## config.mk

```make
export PLATFORM = sky130hd
export DESIGN_NAME = ltrfp_ctrl
export DESIGN_NICKNAME = d
export VERILOG_FILES = /design/src/sv/ltrfp_pkg.sv /design/src/sv/ltrfp_ctrl.sv
export VERILOG_INCLUDE_DIRS = /design/src /design/src/sv
export SDC_FILE = /design/constraint.sdc
export NUM_CORES = 2
export LEC_CHECK = 0
export BUFFER_PORTS_ARGS = -buffer_cell sky130_fd_sc_hd__buf_4
export CELL_PAD_IN_SITES_DETAIL_PLACEMENT = 1
export CELL_PAD_IN_SITES_GLOBAL_PLACEMENT = 1
export CORE_ASPECT_RATIO = 1.4
export CORE_MARGIN = 3
export CORE_UTILIZATION = 45
export CTS_CLUSTER_DIAMETER = 50
export DETAILED_ROUTE_END_ITERATION = 8
export PLACE_DENSITY = 0.85
export SYNTH_ARGS = -nofsm -noshare
export SYNTH_HDL_FRONTEND = slang
export SYNTH_SLANG_ARGS = --single-unit
```

## constraint.sdc

```tcl
create_clock -name clock -period 25.1 [get_ports clock]
set_input_delay 2.51 -clock clock [delete_from_list [all_inputs] [get_ports clock]]
set_output_delay 2.51 -clock clock [all_outputs]
set_load 0.005 [all_outputs]
```

## src/sv/long_term_reference_frame_policy_defines.svh

```systemverilog
// ----------------------------------------------------------------------------
// Long-term reference frame policy assertion macros
// Shared concurrent assertion forms for the policy RTL.
// ----------------------------------------------------------------------------
`ifndef LONG_TERM_REFERENCE_FRAME_POLICY_DEFINES_SVH
`define LONG_TERM_REFERENCE_FRAME_POLICY_DEFINES_SVH

// A condition that holds at every clock edge outside reset.
`define LTRFP_ASSERT_ALWAYS(lbl, clk, rst, cond) \
   lbl: assert property (@(posedge clk) disable iff (rst) (cond)) \
      else $error("ltrfp assertion failed");

// An implication checked at every clock edge outside reset.
`define LTRFP_ASSERT_IMPL(lbl, clk, rst, ante, cons) \
   lbl: assert property (@(posedge clk) disable iff (rst) (ante) |-> (cons)) \
      else $error("ltrfp assertion failed");

// An implication whose consequent is checked in the cycle after the antecedent.
`define LTRFP_ASSERT_NEXT(lbl, clk, rst, ante, cons) \
   lbl: assert property (@(posedge clk) disable iff (rst) (ante) |=> (cons)) \
      else $error("ltrfp assertion failed");

`endif

```

## src/sv/ltrfp_pkg.sv

```systemverilog
// ----------------------------------------------------------------------------
// Long-term reference frame policy package
// Types, constants and codes shared by the policy modules.
// ----------------------------------------------------------------------------
package ltrfp_pkg;

   localparam int MAX_INFLIGHT = 60;
   localparam int TABLE_DEPTH  = MAX_INFLIGHT + 1;
   localparam int IDX_W        = $clog2(TABLE_DEPTH + 1);
   localparam int COUNT_W      = 64;
   localparam int TAG_W        = 32;
   localparam int DELAY_W      = 16;

   localparam logic [DELAY_W-1:0] RETRY_DELAY_RESET = DELAY_W'(60);

   typedef enum logic [2:0] {
      CMD_NEXT        = 3'd0,
      CMD_ACK         = 3'd1,
      CMD_NACK        = 3'd2,
      CMD_BROKEN      = 3'd3,
      CMD_FORCE_INTRA = 3'd4
   } cmd_type;

   typedef enum logic [1:0] {
      KIND_NORMAL = 2'd0,
      KIND_INTRA  = 2'd1,
      KIND_CREATE = 2'd2,
      KIND_REFER  = 2'd3
   } kind_type;

   typedef enum logic [0:0] {
      STATUS_OK        = 1'b0,
      STATUS_NOT_FOUND = 1'b1
   } status_type;

   typedef struct packed {
      logic [COUNT_W-1:0] count;
      logic [COUNT_W-1:0] ref_count;
      logic [TAG_W-1:0]   tag;
      kind_type           kind;
      logic               slot;
   } entry_type;

   typedef struct packed {
      logic             rd_en;
      logic [IDX_W-1:0] rd_addr;
      logic             wr_en;
      logic [IDX_W-1:0] wr_addr;
      entry_type        wr_data;
   } ram_req_type;

   typedef struct packed {
      logic             valid;
      logic [2:0]       command;
      logic [TAG_W-1:0] frame_tag;
   } start_type;

   typedef struct packed {
      logic       idle;
      logic       done;
      status_type status;
      kind_type   coding_kind;
      logic       slot;
   } ctrl_stat_type;

   typedef enum logic [4:0] {
      S_IDLE,
      S_CMP_RD,
      S_CMP_WR,
      S_APPEND,
      S_FIND_RD,
      S_FIND_CHK,
      S_ACK_FIRST,
      S_ACK_RD,
      S_ACK_CHK,
      S_BRK_RD,
      S_NK_FIRST,
      S_NK_RDK,
      S_NK_GOTK,
      S_NK_RDJ,
      S_NK_CHKJ,
      S_DONE
   } state_type;

endpackage

```

## src/sv/ltrfp_ctrl.sv

```systemverilog
// ----------------------------------------------------------------------------
// Policy sequencer
// Walks the frame table one entry per step and holds the recovery state.
// ----------------------------------------------------------------------------
`include "long_term_reference_frame_policy_defines.svh"

module ltrfp_ctrl (
   input  logic                             clock,
   input  logic                             reset,
   input  logic [ltrfp_pkg::DELAY_W-1:0]    retry_delay,
   input  ltrfp_pkg::start_type             start,
   input  logic                             done_take,
   input  ltrfp_pkg::entry_type             rd_data,
   output ltrfp_pkg::ram_req_type           ram_req,
   output ltrfp_pkg::ctrl_stat_type         stat
);
   import ltrfp_pkg::*;

   state_type state_ff, state_in;
   cmd_type   cmd_ff, cmd_in;
   logic [TAG_W-1:0] tag_ff, tag_in;
   logic [IDX_W-1:0] n_ff, n_in, r_ff, r_in, w_ff, w_in, i_ff, i_in;
   logic [IDX_W-1:0] k_ff, k_in, j_ff, j_in, jp_ff, jp_in;
   logic [TABLE_DEPTH-1:0] mark_ff, mark_in;
   entry_type kent_ff, kent_in;
   logic [COUNT_W-1:0] curref_ff, curref_in;
   logic [COUNT_W-1:0] frame_count_ff, frame_count_in;
   logic [COUNT_W-1:0] last_intra_ff, last_intra_in;
   logic [COUNT_W-1:0] refer_count_ff, refer_count_in;
   logic [COUNT_W-1:0] create_count_ff, create_count_in;
   logic [COUNT_W-1:0] good_count_ff, good_count_in;
   logic intra_needed_ff, intra_needed_in, last_bad_ff, last_bad_in;
   logic refer_pend_ff, refer_pend_in, create_pend_ff, create_pend_in;
   logic have_good_ff, have_good_in, good_slot_ff, good_slot_in;
   status_type status_ff, status_in;
   kind_type ftype_ff, ftype_in;
   logic slot_ff, slot_in;

   logic ack_apply, nack_apply;
   entry_type eff_e;
   logic [COUNT_W-1:0] since_intra;
   logic delay_ok, tag_hit;
   cmd_type start_cmd;

   assign start_cmd   = cmd_type'(start.command);
   assign tag_hit     = (rd_data.tag == tag_ff);
   assign since_intra = frame_count_ff + COUNT_W'(1) - last_intra_ff;
   assign delay_ok    = (since_intra >= {{(COUNT_W-DELAY_W){1'b0}}, retry_delay});

   // Next state.
   always_comb begin
      state_in = state_ff;
      case (state_ff)
         S_IDLE: begin
            if (start.valid) begin
               case (start_cmd)
                  CMD_NEXT:   state_in = (n_ff > IDX_W'(MAX_INFLIGHT)) ? S_CMP_RD : S_APPEND;
                  CMD_ACK:    state_in = S_FIND_RD;
                  CMD_NACK:   state_in = S_FIND_RD;
                  CMD_BROKEN: state_in = (n_ff == '0) ? S_DONE : S_BRK_RD;
                  default:    state_in = S_DONE;
               endcase
            end
         end
         S_CMP_RD: begin
            if (r_ff == n_ff) begin
               state_in = (cmd_ff == CMD_NEXT) ? S_APPEND : S_DONE;
            end else if (!mark_ff[r_ff]) begin
               state_in = S_CMP_WR;
            end
         end
         S_CMP_WR:    state_in = S_CMP_RD;
         S_APPEND:    state_in = S_DONE;
         S_FIND_RD:   state_in = (i_ff == n_ff) ? S_DONE : S_FIND_CHK;
         S_FIND_CHK: begin
            if (tag_hit) begin
               state_in = (cmd_ff == CMD_ACK) ? S_ACK_FIRST : S_NK_FIRST;
            end else begin
               state_in = S_FIND_RD;
            end
         end
         S_ACK_FIRST: state_in = S_ACK_RD;
         S_ACK_RD:    state_in = (jp_ff == '0) ? S_CMP_RD : S_ACK_CHK;
         S_ACK_CHK:   state_in = S_ACK_RD;
         S_BRK_RD:    state_in = S_NK_FIRST;
         S_NK_FIRST:  state_in = S_NK_RDK;
         S_NK_RDK:    state_in = (k_ff == n_ff) ? S_CMP_RD : S_NK_GOTK;
         S_NK_GOTK:   state_in = S_NK_RDJ;
         S_NK_RDJ: begin
            if (j_ff == k_ff) begin
               state_in = S_NK_RDK;
            end else if (mark_ff[j_ff]) begin
               state_in = S_NK_CHKJ;
            end
         end
         S_NK_CHKJ: begin
            state_in = (rd_data.count == kent_ff.ref_count) ? S_NK_RDK : S_NK_RDJ;
         end
         S_DONE:      state_in = done_take ? S_IDLE : S_DONE;
         default:     state_in = S_IDLE;
      endcase
   end

   // Datapath and memory control.
   always_comb begin
      cmd_in          = cmd_ff;
      tag_in          = tag_ff;
      n_in            = n_ff;
      r_in            = r_ff;
      w_in            = w_ff;
      i_in            = i_ff;
      k_in            = k_ff;
      j_in            = j_ff;
      jp_in           = jp_ff;
      mark_in         = mark_ff;
      kent_in         = kent_ff;
      curref_in       = curref_ff;
      frame_count_in  = frame_count_ff;
      last_intra_in   = last_intra_ff;
      refer_count_in  = refer_count_ff;
      create_count_in = create_count_ff;
      good_count_in   = good_count_ff;
      intra_needed_in = intra_needed_ff;
      last_bad_in     = last_bad_ff;
      refer_pend_in   = refer_pend_ff;
      create_pend_in  = create_pend_ff;
      have_good_in    = have_good_ff;
      good_slot_in    = good_slot_ff;
      status_in       = status_ff;
      ftype_in        = ftype_ff;
      slot_in         = slot_ff;
      ram_req         = '0;
      ack_apply       = 1'b0;
      nack_apply      = 1'b0;
      eff_e           = rd_data;

      case (state_ff)
         S_IDLE: begin
            if (start.valid) begin
               cmd_in    = start_cmd;
               tag_in    = start.frame_tag;
               mark_in   = '0;
               status_in = STATUS_OK;
               ftype_in  = KIND_NORMAL;
               slot_in   = 1'b0;
               i_in      = '0;
               r_in      = '0;
               w_in      = '0;
               case (start_cmd)
                  CMD_NEXT: begin
                     // A full table drops its oldest frame first.
                     if (n_ff > IDX_W'(MAX_INFLIGHT)) begin
                        mark_in[0] = 1'b1;
                     end
                  end
                  CMD_BROKEN: begin
                     if (n_ff == '0) begin
                        intra_needed_in = 1'b1;
                     end else begin
                        i_in = n_ff - IDX_W'(1);
                     end
                  end
                  CMD_FORCE_INTRA: intra_needed_in = 1'b1;
                  default: ;
               endcase
            end
         end
         S_CMP_RD: begin
            if (r_ff == n_ff) begin
               n_in = w_ff;
            end else if (mark_ff[r_ff]) begin
               r_in = r_ff + IDX_W'(1);
            end else begin
               ram_req.rd_en   = 1'b1;
               ram_req.rd_addr = r_ff;
            end
         end
         S_CMP_WR: begin
            ram_req.wr_en   = 1'b1;
            ram_req.wr_addr = w_ff;
            ram_req.wr_data = rd_data;
            w_in = w_ff + IDX_W'(1);
            r_in = r_ff + IDX_W'(1);
         end
         S_APPEND: begin
            if (frame_count_ff == '0 || intra_needed_ff || (!have_good_ff && delay_ok) ||
                (last_bad_ff && !have_good_ff)) begin
               ftype_in = KIND_INTRA;
               slot_in  = 1'b0;
               ram_req.wr_data.ref_count = '0;
               intra_needed_in = 1'b0;
               last_bad_in     = 1'b0;
               last_intra_in   = frame_count_ff + COUNT_W'(1);
               refer_pend_in   = 1'b0;
               create_pend_in  = 1'b0;
               have_good_in    = 1'b0;
            end else if (last_bad_ff) begin
               ftype_in = KIND_REFER;
               slot_in  = good_slot_ff;
               ram_req.wr_data.ref_count = good_count_ff;
               last_bad_in    = 1'b0;
               refer_count_in = frame_count_ff + COUNT_W'(1);
               refer_pend_in  = 1'b1;
               create_pend_in = 1'b0;
            end else if (have_good_ff && !refer_pend_ff && !create_pend_ff) begin
               ftype_in = KIND_CREATE;
               slot_in  = ~good_slot_ff;
               ram_req.wr_data.ref_count = frame_count_ff;
               create_count_in = frame_count_ff + COUNT_W'(1);
               create_pend_in  = 1'b1;
            end else begin
               ftype_in = KIND_NORMAL;
               slot_in  = 1'b0;
               ram_req.wr_data.ref_count = frame_count_ff;
            end
            frame_count_in        = frame_count_ff + COUNT_W'(1);
            ram_req.wr_en         = 1'b1;
            ram_req.wr_addr       = n_ff;
            ram_req.wr_data.count = frame_count_ff + COUNT_W'(1);
            ram_req.wr_data.tag   = tag_ff;
            ram_req.wr_data.kind  = ftype_in;
            ram_req.wr_data.slot  = slot_in;
            n_in = n_ff + IDX_W'(1);
         end
         S_FIND_RD: begin
            if (i_ff == n_ff) begin
               status_in = STATUS_NOT_FOUND;
            end else begin
               ram_req.rd_en   = 1'b1;
               ram_req.rd_addr = i_ff;
            end
         end
         S_FIND_CHK: begin
            if (!tag_hit) begin
               i_in = i_ff + IDX_W'(1);
            end
         end
         S_ACK_FIRST: begin
            ack_apply     = 1'b1;
            mark_in[i_ff] = 1'b1;
            curref_in     = rd_data.ref_count;
            jp_in         = i_ff;
         end
         S_ACK_RD: begin
            if (jp_ff == '0) begin
               r_in = '0;
               w_in = '0;
            end else begin
               ram_req.rd_en   = 1'b1;
               ram_req.rd_addr = jp_ff - IDX_W'(1);
            end
         end
         S_ACK_CHK: begin
            // The walk steps back one entry; a frame that the chain refers to is marked.
            jp_in = jp_ff - IDX_W'(1);
            if (rd_data.count == curref_ff) begin
               ack_apply = 1'b1;
               mark_in[jp_ff - IDX_W'(1)] = 1'b1;
               curref_in = rd_data.ref_count;
            end
         end
         S_BRK_RD: begin
            ram_req.rd_en   = 1'b1;
            ram_req.rd_addr = i_ff;
         end
         S_NK_FIRST: begin
            nack_apply    = 1'b1;
            mark_in[i_ff] = 1'b1;
            k_in          = i_ff + IDX_W'(1);
         end
         S_NK_RDK: begin
            if (k_ff == n_ff) begin
               r_in = '0;
               w_in = '0;
            end else begin
               ram_req.rd_en   = 1'b1;
               ram_req.rd_addr = k_ff;
            end
         end
         S_NK_GOTK: begin
            kent_in = rd_data;
            j_in    = i_ff;
         end
         S_NK_RDJ: begin
            if (j_ff != k_ff) begin
               if (mark_ff[j_ff]) begin
                  ram_req.rd_en   = 1'b1;
                  ram_req.rd_addr = j_ff;
               end else begin
                  j_in = j_ff + IDX_W'(1);
               end
            end else begin
               // No taken frame feeds this one, so it stays.
               k_in = k_ff + IDX_W'(1);
            end
         end
         S_NK_CHKJ: begin
            if (rd_data.count == kent_ff.ref_count) begin
               nack_apply    = 1'b1;
               eff_e         = kent_ff;
               mark_in[k_ff] = 1'b1;
               k_in          = k_ff + IDX_W'(1);
            end else begin
               j_in = j_ff + IDX_W'(1);
            end
         end
         default: ;
      endcase

      // An acked frame may confirm a long-term frame or clear a pending refer.
      if (ack_apply && eff_e.count >= last_intra_ff) begin
         if (eff_e.kind == KIND_REFER && eff_e.count == refer_count_ff) begin
            refer_pend_in = 1'b0;
         end
         if (eff_e.kind == KIND_INTRA ||
             (eff_e.kind == KIND_CREATE && eff_e.count == create_count_ff)) begin
            have_good_in  = 1'b1;
            good_slot_in  = eff_e.slot;
            good_count_in = eff_e.count;
            if (eff_e.kind == KIND_CREATE) begin
               create_pend_in = 1'b0;
            end
         end
      end

      // A lost frame cancels any pending long-term action it carried and flags a lost newest frame.
      if (nack_apply) begin
         if (eff_e.count == frame_count_ff) begin
            last_bad_in = 1'b1;
         end
         if (eff_e.count >= last_intra_ff) begin
            if (eff_e.kind == KIND_REFER) begin
               refer_pend_in = 1'b0;
            end
            if (eff_e.kind == KIND_CREATE) begin
               create_pend_in = 1'b0;
            end
         end
      end
   end

   always_ff @(posedge clock) begin
      if (reset) begin
         state_ff        <= S_IDLE;
         n_ff            <= '0;
         frame_count_ff  <= '0;
         last_intra_ff   <= '0;
         refer_count_ff  <= '0;
         create_count_ff <= '0;
         good_count_ff   <= '0;
         intra_needed_ff <= 1'b0;
         last_bad_ff     <= 1'b0;
         refer_pend_ff   <= 1'b0;
         create_pend_ff  <= 1'b0;
         have_good_ff    <= 1'b0;
         good_slot_ff    <= 1'b0;
      end else begin
         state_ff        <= state_in;
         n_ff            <= n_in;
         frame_count_ff  <= frame_count_in;
         last_intra_ff   <= last_intra_in;
         refer_count_ff  <= refer_count_in;
         create_count_ff <= create_count_in;
         good_count_ff   <= good_count_in;
         intra_needed_ff <= intra_needed_in;
         last_bad_ff     <= last_bad_in;
         refer_pend_ff   <= refer_pend_in;
         create_pend_ff  <= create_pend_in;
         have_good_ff    <= have_good_in;
         good_slot_ff    <= good_slot_in;
      end
   end

   always_ff @(posedge clock) begin
      cmd_ff    <= cmd_in;
      tag_ff    <= tag_in;
      r_ff      <= r_in;
      w_ff      <= w_in;
      i_ff      <= i_in;
      k_ff      <= k_in;
      j_ff      <= j_in;
      jp_ff     <= jp_in;
      mark_ff   <= mark_in;
      kent_ff   <= kent_in;
      curref_ff <= curref_in;
      status_ff <= status_in;
      ftype_ff  <= ftype_in;
      slot_ff   <= slot_in;
   end

   // Outputs.
   always_comb begin
      stat.idle        = (state_ff == S_IDLE);
      stat.done        = (state_ff == S_DONE);
      stat.status      = status_ff;
      stat.coding_kind = ftype_ff;
      stat.slot        = slot_ff;
   end

   `LTRFP_ASSERT_ALWAYS(a_table_bound, clock, reset, n_ff <= IDX_W'(TABLE_DEPTH))
   `LTRFP_ASSERT_IMPL(a_no_write_idle, clock, reset, state_ff == S_IDLE, !ram_req.wr_en)
   `LTRFP_ASSERT_IMPL(a_type_only_next, clock, reset, stat.done && cmd_ff != CMD_NEXT, ftype_ff == KIND_NORMAL && !slot_ff)
   `LTRFP_ASSERT_IMPL(a_status_lookup, clock, reset, stat.done && status_ff == STATUS_NOT_FOUND, cmd_ff == CMD_ACK || cmd_ff == CMD_NACK)
   `LTRFP_ASSERT_NEXT(a_append_grows, clock, reset, state_ff == S_APPEND, n_ff == $past(n_ff) + IDX_W'(1))

endmodule

```

# ---- Word-level counts from Yosys, hierarchy flattened
# Index checks and enable logic that the tools add are counted.
dict set report word_totals {
  word_cells 280
  output_inout_bits 183
  ff_bits 700
}
dict set report classes {
  addsub 10
  n_bitwise 6
  order_cmp 11
  n_reduce_logical 53
  eq_ne 53
  mux 116
}
# cell n
set op_table {}
lappend op_table {{$pmux 170 s2} 1}
lappend op_table {{$mux 163} 2}
lappend op_table {{$eq 64x64->1} 5}
lappend op_table {{$pmux 61 s4} 1}
lappend op_table {{$mux 64} 3}
lappend op_table {{$mux 61} 3}
lappend op_table {{$or 61x61->61} 3}
lappend op_table {{$pmux 64 s2} 1}
lappend op_table {{$mux 6} 15}
lappend op_table {{$pmux 5 s15} 1}
lappend op_table {{$add 64x1->64 const B} 1}
lappend op_table {{$ge 64x16->1} 1}
lappend op_table {{$ge 64x64->1} 1}
lappend op_table {{$logic_not 64->1} 1}
lappend op_table {{$sub 64x64->64} 1}
lappend op_table {{$mux 7} 7}
lappend op_table {{$mux 1} 42}
lappend op_table {{$pmux 7 s6} 1}
lappend op_table {{$eq 5x4->1 const B} 8}
lappend op_table {{$add 6x1->6 const B} 6}
lappend op_table {{$pmux 6 s2} 3}
lappend op_table {{$pmux 6 s3} 2}
lappend op_table {{$lt 6x7->1 const B} 5}
lappend op_table {{$eq 32x32->1} 1}
lappend op_table {{44 further kinds} 134}

# ---- Depth between registers and ports, before layout
dict set report logic_depth {
  word_depth 14
  depth_mapped 30
}

# ---- Worst setup path before layout
# No wires, ideal clock.
dict set report synth_path {
  path_kind {register -> register}
  startpoint {register state_ff[0]}
  endpoint {register kent_ff[0] in the netlist's numbering (enable)}
  required_ns 24.319
  setup_slack_ns 14.460
  setup_time_ns 0.781
  arrival_ns 9.859
  path_stages_with_launch 5
  synth_period_minus_slack_ns 10.640
  cell_sequence {dfxtp_1 > clkbuf_1 > buf_1 > clkbuf_1 > nor3_1}
}
dict set report synth_between {
  elab_chain_cells 1
}
# item line_no
set synth_rtl {}
lappend synth_rtl {{start, declared} ltrfp_ctrl.sv:19} ;# state_type state_ff, state_in;
lappend synth_rtl {{start signal, assigned} ltrfp_ctrl.sv:358} ;# state_ff <= state_in;
lappend synth_rtl {{$eq 5x4->1} ltrfp_ctrl.sv:137} ;# case (state_ff)
lappend synth_rtl {{end signal, assigned} ltrfp_ctrl.sv:384} ;# kent_ff <= kent_in;
lappend synth_rtl {{end, declared} ltrfp_ctrl.sv:25} ;# entry_type kent_ff, kent_in;
# No other way between the ends.
# A chain may end at the register's enable or synchronous reset.

==> results.txt <==
status: complete, but fails checks
failing checks: capacitance limit, slew limit
H-tree Lvls: 3
combinational share of power: 30.5%
actual slew at the worst max-slew pin: 1520 ps
layout net count: 5708
worst-path maximum fanout: 66
Syn Inst Count: 5092
overall die width: 272 microns
Post-synth EDFFs: 331
CP cell instances: nand2_1, or4_1, nor4_2, nand2_1, or3_1, nor3_1, nand3_1, or2_2, xor2_1, inv_1, ha_1, a21oi_1, o21ai_0, a21oi_1, o21ai_0, nor3_1, nor3_1, a2111oi_0, nand4_1, o41ai_1, nand2_2, buf_4, o21ai_0, buf_4
dominant cell type by area after synthesis: edfxtp_1
Slew Limit Fails: 5
Clk Latency, worst-skew pair: 720 ps
final setup vio count: 0
TritonCTS Buffers: 84
fillers: 11400
Setup TNS: 0 ps
multi-input logic area: 25400 sq um
Max Clock Skew: 58.0 ps
ys flop type: dfxtp_1
Site Rows: 135
Setup Fix Bufs, Post-CTS: 0
Reg clk slew, reported paths: 60 ps
vias per inst: 6.81
vias in the first global route: 45200
largest net degree at the start of global routing: 187
Synth top area share: 22.3%
Sw Pwr: 0.00143 W
power share of the sequential group: 37.1%
Slowest-stage cell, CP: o41ai_1
1st-iter DRT viols: 5679
Initial Utilization: 45.7%
die height: 378 microns
Tcrit/Tclk final: 50.4%
Final Hold Fails: 0
die area: 103000 sq um
via count: 45700
Clock Power Share: 32.4%
WS Path Type: flop to primary output
Cell Area, Placed: 48800 sq um
Seq/Total Area, Yosys: 37.4%
Seq cells post-synth: 667
DRT Pass-1 Iters: 9
Tmin final: 12660 ps
root buffer selected by CTS: clkbuf_16
leakage power: 19.7 nW
VDD IR max: 0.0000620 V
share of cells above drive strength 1: 16.6%
Internal: 0.00241 W
Slew Limit Headroom: -1.83%
area grow syn2layout: 15.9%
worst path bufs/invs: 3
Worst path max stage delay: 880 ps
delay-heaviest family, CP: simple AND/OR/NAND/NOR gates
antenna violations before repair: 11
final WL: 246000 microns
largest cells by area after synthesis: edfxtp_1 (22%), dfxtp_1 (15%), xnor2_1 (5.2%)
PwrDens: 74.5 nW/um^2
Tot GR Track Use: 46.4%
max-capacitance violation count: 1
post-route ant nets: 0
routed len/inst: 36.7 microns
Reg area: 16700 sq um
routability cong.: 1.07
unrepaired setup endpoints after global routing: false
Post-DP HPWL: 186000 microns
syn avg cell area: 8.75 sq um
Core Box Area: 97500 sq um
hold_buf cts: 0
post-synthesis cell area: 44600 sq um
fmax: 79.0 MHz
CTS Sinks: 667
number of port buffers: 400
HP Class: flop to flop
Clock Tree Buf Depth: 3
TritonCTS clock tree: built
Yosys Warn Count: 0
first-pass GRT wire length: 341000 microns
GRT overflow: 0
Worst Path Required: 22590 ps
post-route cell area: 51600 sq um
net switching fraction of the power: 37.2%
FFs w/ async S/R, synth: 0%
CP Launch Type: flop
I/O pins: 401
number of remaining DRC errors: 0
count of cell types in the netlist: 95
Resized cells post-CTS: 0
syn nets: 5466
Arr. time, crit path: 10150 ps
Crit. End Element: primary output
==> synth_stat cells, types with 103 or more instances <==
library cell    n
edfxtp_1      331
inv_1         280
nor4_1        103
nor3_1        120
xnor2_1       263
nand3_1       118
xor2_1        193
o21ai_0       188
mux2i_1       208
clkbuf_1      261
nand2_1       480
nor2_1        487
nand4_1       135
a21oi_1       335
ha_1          155
dfxtp_1       336
==> stage by stage <==
stage / hold slack (ps) / total power (W) / instances / utilization (%) / setup WS [ps]
2_1_floorplan: 436 / 0.00206 / 5092 / - / 14460
4_1_cts: 475 / 0.00380 / 6704 / 52.9 / 12620
5_1_grt: 502 / 0.00394 / 6704 / 53.0 / 11880
3_3_place_gp: 445 / 0.00253 / 6549 / 50.1 / 13660
6_report: 473 / 0.00385 / 6711 / 53.0 / 12440
3_5_place_dp: 466 / 0.00257 / 6549 / 50.1 / 13420
==> sequential cells by signal, summed over array words and instances, names as in the netlist, 2 cells and up <==
| register | flops |
|---|---|
| good_count_ff | 64 |
| create_count_ff | 64 |
| refer_count_ff | 64 |
| r_ff | 6 |
| curref_ff | 64 |
| state_ff | 4 |
| ftype_ff | 2 |
| kent_ff | 131 |
| j_ff | 6 |
| tag_ff | 32 |
| jp_ff | 6 |
| frame_count_ff | 64 |
| k_ff | 6 |
| cmd_ff | 3 |
| i_ff | 6 |
| w_ff | 6 |
| last_intra_ff | 64 |
| n_ff | 6 |
| mark_ff | 61 |
==> metal layers <==
metal / vias to the layer above / global-route usage (%) / wire length [microns]
li1: 18900 / - / -
met1: 22700 / 52.7 / 85400
met2: 3145 / 70.9 / 107000
met3: 967 / 11.5 / 25000
met4: 4 / 45.0 / 29400
met5: - / 0 / 27
==> power by group through the flow <==
| stage | registers [W] | clock network (W) | logic, W |
|---|---|---|---|
| 5_1_grt | 0.00143 | 0.00129 | 0.00122 |
| 6_report | 0.00143 | 0.00125 | 0.00117 |
| 3_5_place_dp | 0.00144 | 0 | 0.00112 |
| 4_1_cts | 0.00142 | 0.00124 | 0.00113 |
| 2_1_floorplan | 0.00139 | 0 | 0.000674 |
| 3_3_place_gp | 0.00143 | 0 | 0.00110 |
==> worst paths after layout <==
check | startpoint | to | slack [ps] | depth (start not counted)
worst max-delay path | frame_count_ff[6]$_SDFFE_PP0P_ | ram_req[46] | 12440 | 24
worst min-delay path | refer_count_ff[21]$_SDFFE_PP0P_ | refer_count_ff[21]$_SDFFE_PP0P_ | 470 | 2
worst max register to register | frame_count_ff[31]$_SDFFE_PP0P_ | last_intra_ff[19]$_SDFFE_PP0P_ | 15150 | 25
worst min register to register | refer_count_ff[21]$_SDFFE_PP0P_ | refer_count_ff[21]$_SDFFE_PP0P_ | 470 | 2
==> cell usage in the layout, fill, tap and decap left out, drive strengths merged, types with 25 or more instances in the layout <==
cell      n
a211oi  111
a21o     37
a21oi   374
a221oi   44
a22o     72
and3     33
buf     544
clkbuf   99
clkinv   26
dfxtp   336
edfxtp  331
ha      155
inv     296
mux2i   208
mux4     39
nand2   480
nand2b   25
nand3   118
nand4   136
nor2    489
nor3    121
nor4    109
o21ai   234
o22ai   100
or3      44
xnor2   263
xor2    193
==> cell type report <==
cell class	instances	area share, %
Inverter	280	2.04
Sequential cell	667	32.3
Antenna cell	7	0.0339
Clock inverter	56	1.10
Tap cell	1301	3.15
Timing Repair Buffer	544	7.97
Multi-Input combinational cell	3757	49.2
Clock buffer	99	4.26
==> tightest hold or removal path, cell delays in order (launching register included) <==
cell	delay, ps
dfxtp_1	320
nand2_1	60
a21oi_1	50
==> cells by family (layout without fill, tap and decap cells) <==
kind of cell    after synthesis  in the layout  synth area share, %
compound gates             1199           1199                 18.0
xor+xnor                    457            457                 9.01
fa+ha+maj                   156            156                 4.40
buf+inv                     668            979                 6.23
flops                       667            667                 37.4
mux                         254            254                 6.82
other cells                   0              7                    0
simple gates               1691           1691                 18.1
No activity file was read; power rests on OpenSTA's default activity.
